File: config.mk
export PLATFORM = sky130hd
export DESIGN_NAME = dtp_divider
export DESIGN_NICKNAME = d
export VERILOG_FILES = /design/src/hw/rtl/dtp_divider.sv
export SDC_FILE = /design/constraint.sdc
export NUM_CORES = 2
export LEC_CHECK = 0
export BUFFER_PORTS_ARGS = -buffer_cell sky130_fd_sc_hd__buf_4
export CORE_MARGIN = 5
export CORE_UTILIZATION = 55
export CTS_CLUSTER_DIAMETER = 100
export CTS_CLUSTER_SIZE = 14
export DETAILED_ROUTE_END_ITERATION = 7
export GPL_TIMING_DRIVEN = 0
export PLACE_DENSITY_LB_ADDON = 0.12
export SLEW_MARGIN = 20
export SYNTH_ARGS = -nofsm -noshare
export SYNTH_HDL_FRONTEND = slang
export SYNTH_SLANG_ARGS = --single-unit
File: constraint.sdc
create_clock -name clk -period 3.7 [get_ports clk]
set_input_delay 0.74 -clock clk [delete_from_list [all_inputs] [get_ports clk]]
set_output_delay 0.74 -clock clk [all_outputs]
set_load 0.02 [all_outputs]
File: src/hw/rtl/dtp_divider.sv
// ----------------------------------------------------------------------------
// dtp_divider
// pipelined restoring divider, one quotient bit per stage, with sideband
// ----------------------------------------------------------------------------
module dtp_divider #(
  parameter int QW = 36,
  parameter int DW = 20,
  parameter int SW = 8
) (
  input  logic          clk,
  input  logic          rst_n,
  input  logic          en,
  input  logic          in_valid,
  input  logic [DW-1:0] in_rem,
  input  logic [QW-1:0] in_num,
  input  logic [DW-1:0] in_den,
  input  logic [SW-1:0] in_side,
  output logic          out_valid,
  output logic [QW-1:0] out_quo,
  output logic [SW-1:0] out_side
);

  logic [QW-1:0] v_r;
  logic [DW-1:0] rem_r  [QW];
  logic [QW-1:0] work_r [QW];
  logic [DW-1:0] den_r  [QW];
  logic [SW-1:0] side_r [QW];

  for (genvar i = 0; i < QW; i++) begin : g_step
    logic          v_i;
    logic [DW-1:0] rem_i;
    logic [QW-1:0] work_i;
    logic [DW-1:0] den_i;
    logic [SW-1:0] side_i;
    logic [DW:0]   trial;
    logic [DW:0]   diff;
    logic          ge;

    if (i == 0) begin : g_first
      assign v_i    = in_valid;
      assign rem_i  = in_rem;
      assign work_i = in_num;
      assign den_i  = in_den;
      assign side_i = in_side;
    end else begin : g_next
      assign v_i    = v_r[i-1];
      assign rem_i  = rem_r[i-1];
      assign work_i = work_r[i-1];
      assign den_i  = den_r[i-1];
      assign side_i = side_r[i-1];
    end

    assign trial = {rem_i, work_i[QW-1]};
    assign diff  = trial - {1'b0, den_i};
    assign ge    = trial >= {1'b0, den_i};

    always_ff @(posedge clk) begin
      if (!rst_n) begin
        v_r[i] <= 1'b0;
      end else if (en) begin
        v_r[i] <= v_i;
      end
    end

    always_ff @(posedge clk) begin
      if (en) begin
        rem_r[i]  <= ge ? diff[DW-1:0] : trial[DW-1:0];
        work_r[i] <= {work_i[QW-2:0], ge};
        den_r[i]  <= den_i;
        side_r[i] <= side_i;
      end
    end
  end

  assign out_valid = v_r[QW-1];
  assign out_quo   = work_r[QW-1];
  assign out_side  = side_r[QW-1];

endmodule

==> insert_results.sql <==
INSERT INTO impl_metrics (metric_group, metric, value, unit) VALUES
('global_route', 'gr-usage-all-layers', '19.3', '%'),
('yosys', 'netlist_top_cells_area', 'sky130_fd_sc_hd__edfxtp_1 67%, sky130_fd_sc_hd__ha_1 6.7%, sky130_fd_sc_hd__inv_1 2.6%, sky130_fd_sc_hd__mux2_2 2.6%, sky130_fd_sc_hd__xnor2_1 2.2%', ''),
('outcome', 'run_status', 'completed', ''),
('placed_design', 'gp_congestion', '0.922', ''),
('setup_path', 'arrival', '4.20', 'ns'),
('timing', 'setup_viol_count_final', '0', ''),
('layout', 'number_of_fillers_in_the_final_layout', '18300', ''),
('global_route', 'pin_count_of_the_biggest_net_entering_global_routing', '165', ''),
('timing', 'slew-limit-headroom', '39.4', '%'),
('clock_tree', 'cts_max_path_buffers', '3', ''),
('clock_tree', 'cts.htree.levels', '4', ''),
('yosys', 'ys_types', '88', ''),
('placed_design', 'dp_hpwl', '176', 'mm'),
('floorplan', 'die_w', '503', 'µm'),
('flow_run', 'max_cap_viol_count', '0', ''),
('floorplan', 'die_height', '503', 'µm'),
('timing', 'hold_viol_final', '0', ''),
('hold_path', 'min_path_type', 'input port to register', ''),
('yosys', 'synth_area_leader_cell', 'sky130_fd_sc_hd__edfxtp_1', ''),
('layout', 'final_layout_size_suffix_gt1_share', '9.37', '%'),
('drt', 'vias', '72700', ''),
('power_and_ir_drop', 'power.density_cell_area', '798', 'mW/mm²'),
('power_and_ir_drop', 'power_after_layout', '0.117', 'W'),
('yosys', 'syn-num-nets', '10300', ''),
('yosys', 'ys_ff_latch', '3020', ''),
('power_and_ir_drop', 'total_switching_power', '0.0395', 'W'),
('floorplan', 'ioPinCount', '133', ''),
('global_route', 'first_pass_grt_wire_length', '390', 'mm'),
('global_route', 'antenna_found_initial', '5', ''),
('clock_tree', 'tritoncts', 'built', ''),
('power_and_ir_drop', 'leakage_power', '56.9', 'nW'),
('timing', 'hold-worst-slack', '0.100', 'ns'),
('timing', 'period_share', '97.4', '%'),
('power_and_ir_drop', 'power.share.clock', '19.1', '%'),
('clock_tree', 'number_of_buffers_inserted_during_clock_tree_synthesis', '234', ''),
('yosys', 'synth-seq-area-share', '67.5', '%'),
('yosys', 'yosys_warnings', '0', ''),
('yosys', 'synthesis.instances', '9462', ''),
('setup_path', 'crit_fanout', '10', ''),
('floorplan', 'fp.coreArea', '0.243', 'mm²'),
('layout', 'mostFrequentLayoutCells', '2984 x sky130_fd_sc_hd__edfxtp_1, 930 x sky130_fd_sc_hd__inv_1, 720 x sky130_fd_sc_hd__ha_1', ''),
('yosys', 'share_of_flip_flops_with_an_asynchronous_set_or_reset_after_synthesis', '0', '%'),
('yosys', 'simple_gate_fraction_of_synth_area', '6.03', '%'),
('yosys', 'synth-adder-area-share', '7.25', '%'),
('timing', 'fin_worst_skew', '0.0751', 'ns'),
('power_and_ir_drop', 'vdd_drop_max', '0.540', 'mV'),
('clock_tree', 'clkSlewWorstSetupHoldPaths', '0.07', 'ns'),
('drt', 'dr.first_iter.drc_count', '4945', ''),
('power_and_ir_drop', 'power.combinational.fraction', '38.2', '%'),
('layout', 'area_growth_syn_to_layout', '9.88', '%'),
('drt', 'dr.pass1.iters', '5', ''),
('setup_path', 'crit_type', 'register to register', ''),
('layout', 'layout.cells.most_common', 'sky130_fd_sc_hd__edfxtp_1', ''),
('yosys', 'postSynth.topFlopCell', 'sky130_fd_sc_hd__edfxtp_1', ''),
('drt', 'wl', '248', 'mm'),
('yosys', 'synth.mux.area_fraction', '3.21', '%'),
('power_and_ir_drop', 'seqPwrFrac', '42.7', '%'),
('timing', 'rsz0062_at_grt', 'true', ''),
('yosys', 'syn_area', '0.134', 'mm²'),
('floorplan', 'die_area', '0.253', 'mm²'),
('layout', 'nNetsFinal', '10800', ''),
('drt', 'avgViaCountPerCell', '5.52', ''),
('yosys', 'synth.top_cell.area_share', '66.9', '%'),
('yosys', 'syn-mean-instance-area', '14.1', 'µm²'),
('global_route', 'via_count_of_the_first_global_routing_pass', '72000', ''),
('drt', 'detail-route-antenna-nets', '0', ''),
('timing', 'fin_crit', '3.60', 'ns'),
('global_route', 'grt_remaining_overflow', '0', ''),
('drt', 'drc_violation_count_after_routing', '0', ''),
('yosys', 'synth_compound_gate_area_share', '9.40', '%'),
('clock_tree', 'cts_root_buffer', 'sky130_fd_sc_hd__clkbuf_16', '');
power by group through the flow:
stage	Clock, W	Combinational [W]	Sequential, W
3_5_place_dp	0	0.0437	0.0508
5_1_grt	0.0247	0.0497	0.0507
3_3_place_gp	0	0.0430	0.0524
6_report	0.0225	0.0448	0.0501
4_1_cts	0.0233	0.0443	0.0502
2_1_floorplan	0	0.0333	0.0490
worst paths after layout:
kind	slack (ns)	endpoint	cells after the start	from
min	0.10	side_r[0][4]$_DFFE_PP_	1	in_side[4]
max	0.1	rem_r[8][33]$_DFFE_PP_	13	den_r[32][8]$_DFFE_PP_
max reg2reg	0.1	rem_r[8][33]$_DFFE_PP_	13	den_r[32][8]$_DFFE_PP_
min reg2reg	0.37	work_r[5][45]$_DFFE_PP_	0	work_r[5][8]$_DFFE_PP_
area by class of cell:
cell class                 count  area (µm²)  share of cell area [%]
timing repair buffer         238        2480                    1.68
multi-input combinational   5358       39600                    26.9
inverter                     931        3490                    2.38
antenna                        2        5.00                 0.00340
sequential                  3020       90300                    61.4
clock inverter                17         475                   0.323
buffer                       152         771                   0.524
tap                         3202        4010                    2.72
clock buffer                 256        5940                    4.04
metal layers:
layer / up-vias / share of wire (%) / wire, µm / GRT usage [%]
li1: 35800 / - / - / -
met1: 35000 / 45 / 111000 / 26.2
met2: 1362 / 48 / 118000 / 32.3
met3: 502 / 3.5 / 8730 / 2.44
met4: 2 / 4.0 / 9940 / 7.13
met5: - / 0.0052 / 13 / 0
cells by family (layout without fill, tap and decap cells):
| kind of cell | Yosys count | after routing |
|---|---|---|
| flops | 3020 | 3020 |
| compound gates | 1974 | 1974 |
| simple gates | 1705 | 1705 |
| buf+inv | 1084 | 1594 |
| fa+ha+maj | 755 | 755 |
| xor+xnor | 535 | 535 |
| mux | 389 | 389 |
| other cells | 0 | 2 |
state kept, by name, indices dropped and copies added, names as in the netlist:
register,flops
den_r,700
g_step.v_i,35
out_valid,1
rem_r,700
side_r,288
work_r,1296
worst max-delay path, cell delays in order (launching register included):
cell and delay, ns:
sky130_fd_sc_hd__edfxtp_1 0.41, sky130_fd_sc_hd__inv_1 0.06, sky130_fd_sc_hd__ha_1 0.35, sky130_fd_sc_hd__a21oi_2 0.20
sky130_fd_sc_hd__a21boi_1 0.26, sky130_fd_sc_hd__a31oi_1 0.07, sky130_fd_sc_hd__o21a_1 0.17, sky130_fd_sc_hd__a221o_1 0.41
sky130_fd_sc_hd__o21ba_1 0.25, sky130_fd_sc_hd__o41ai_4 0.42, sky130_fd_sc_hd__o31ai_4 0.20, sky130_fd_sc_hd__clkbuf_2 0.27
sky130_fd_sc_hd__nor2_1 0.17, sky130_fd_sc_hd__a21oi_2 0.07
Yosys cell counts, types with 35 or more instances:
master and instances:
sky130_fd_sc_hd__mux2_2 310, sky130_fd_sc_hd__xor2_1 196, sky130_fd_sc_hd__nor2_1 494, sky130_fd_sc_hd__dfxtp_1 36, sky130_fd_sc_hd__nor2b_1 156, sky130_fd_sc_hd__nor3_1 105
sky130_fd_sc_hd__o21bai_1 54, sky130_fd_sc_hd__o31ai_1 37, sky130_fd_sc_hd__inv_1 930, sky130_fd_sc_hd__clkbuf_1 87, sky130_fd_sc_hd__o21a_1 80, sky130_fd_sc_hd__and3_1 47
sky130_fd_sc_hd__nand4_1 98, sky130_fd_sc_hd__a21boi_0 37, sky130_fd_sc_hd__a21oi_1 580, sky130_fd_sc_hd__nand2_1 467, sky130_fd_sc_hd__buf_2 50, sky130_fd_sc_hd__ha_1 720
sky130_fd_sc_hd__o21ai_0 461, sky130_fd_sc_hd__nand2b_1 94, sky130_fd_sc_hd__xnor2_1 339, sky130_fd_sc_hd__a211oi_1 49, sky130_fd_sc_hd__a21o_1 306, sky130_fd_sc_hd__mux2i_1 75
sky130_fd_sc_hd__nand3_1 108, sky130_fd_sc_hd__a31oi_1 71, sky130_fd_sc_hd__edfxtp_1 2984, sky130_fd_sc_hd__fa_1 35
stage by stage:
step	cell area, µm²	util (%)	instances	setup slack, ns	TNS [ns]
after CTS	147000	60.4	13200	0.00870	0
after global placement	139000	57.2	12800	-24.29	-
after global routing	147000	60.6	13200	-0.0255	-0.0432
after detailed placement	139000	57.4	12800	-1.33	-465.20
final	147000	60.6	13200	0.0969	0
after floorplan	134000	-	9462	0.490	0
what timing repair did:
| action | in CTS | in global routing |
|---|---|---|
| endpoints found under the hold margin | 62 | 0 |
| pin swaps | 2 | 10 |
| hold buffers | 62 | 0 |
| buffers inserted | 2 | 17 |
| gates cloned | 4 | 2 |
| endpoints found under the setup margin | 309 | 429 |
| gates resized for setup | 15 | 101 |
No activity file was read; power rests on OpenSTA's default activity.
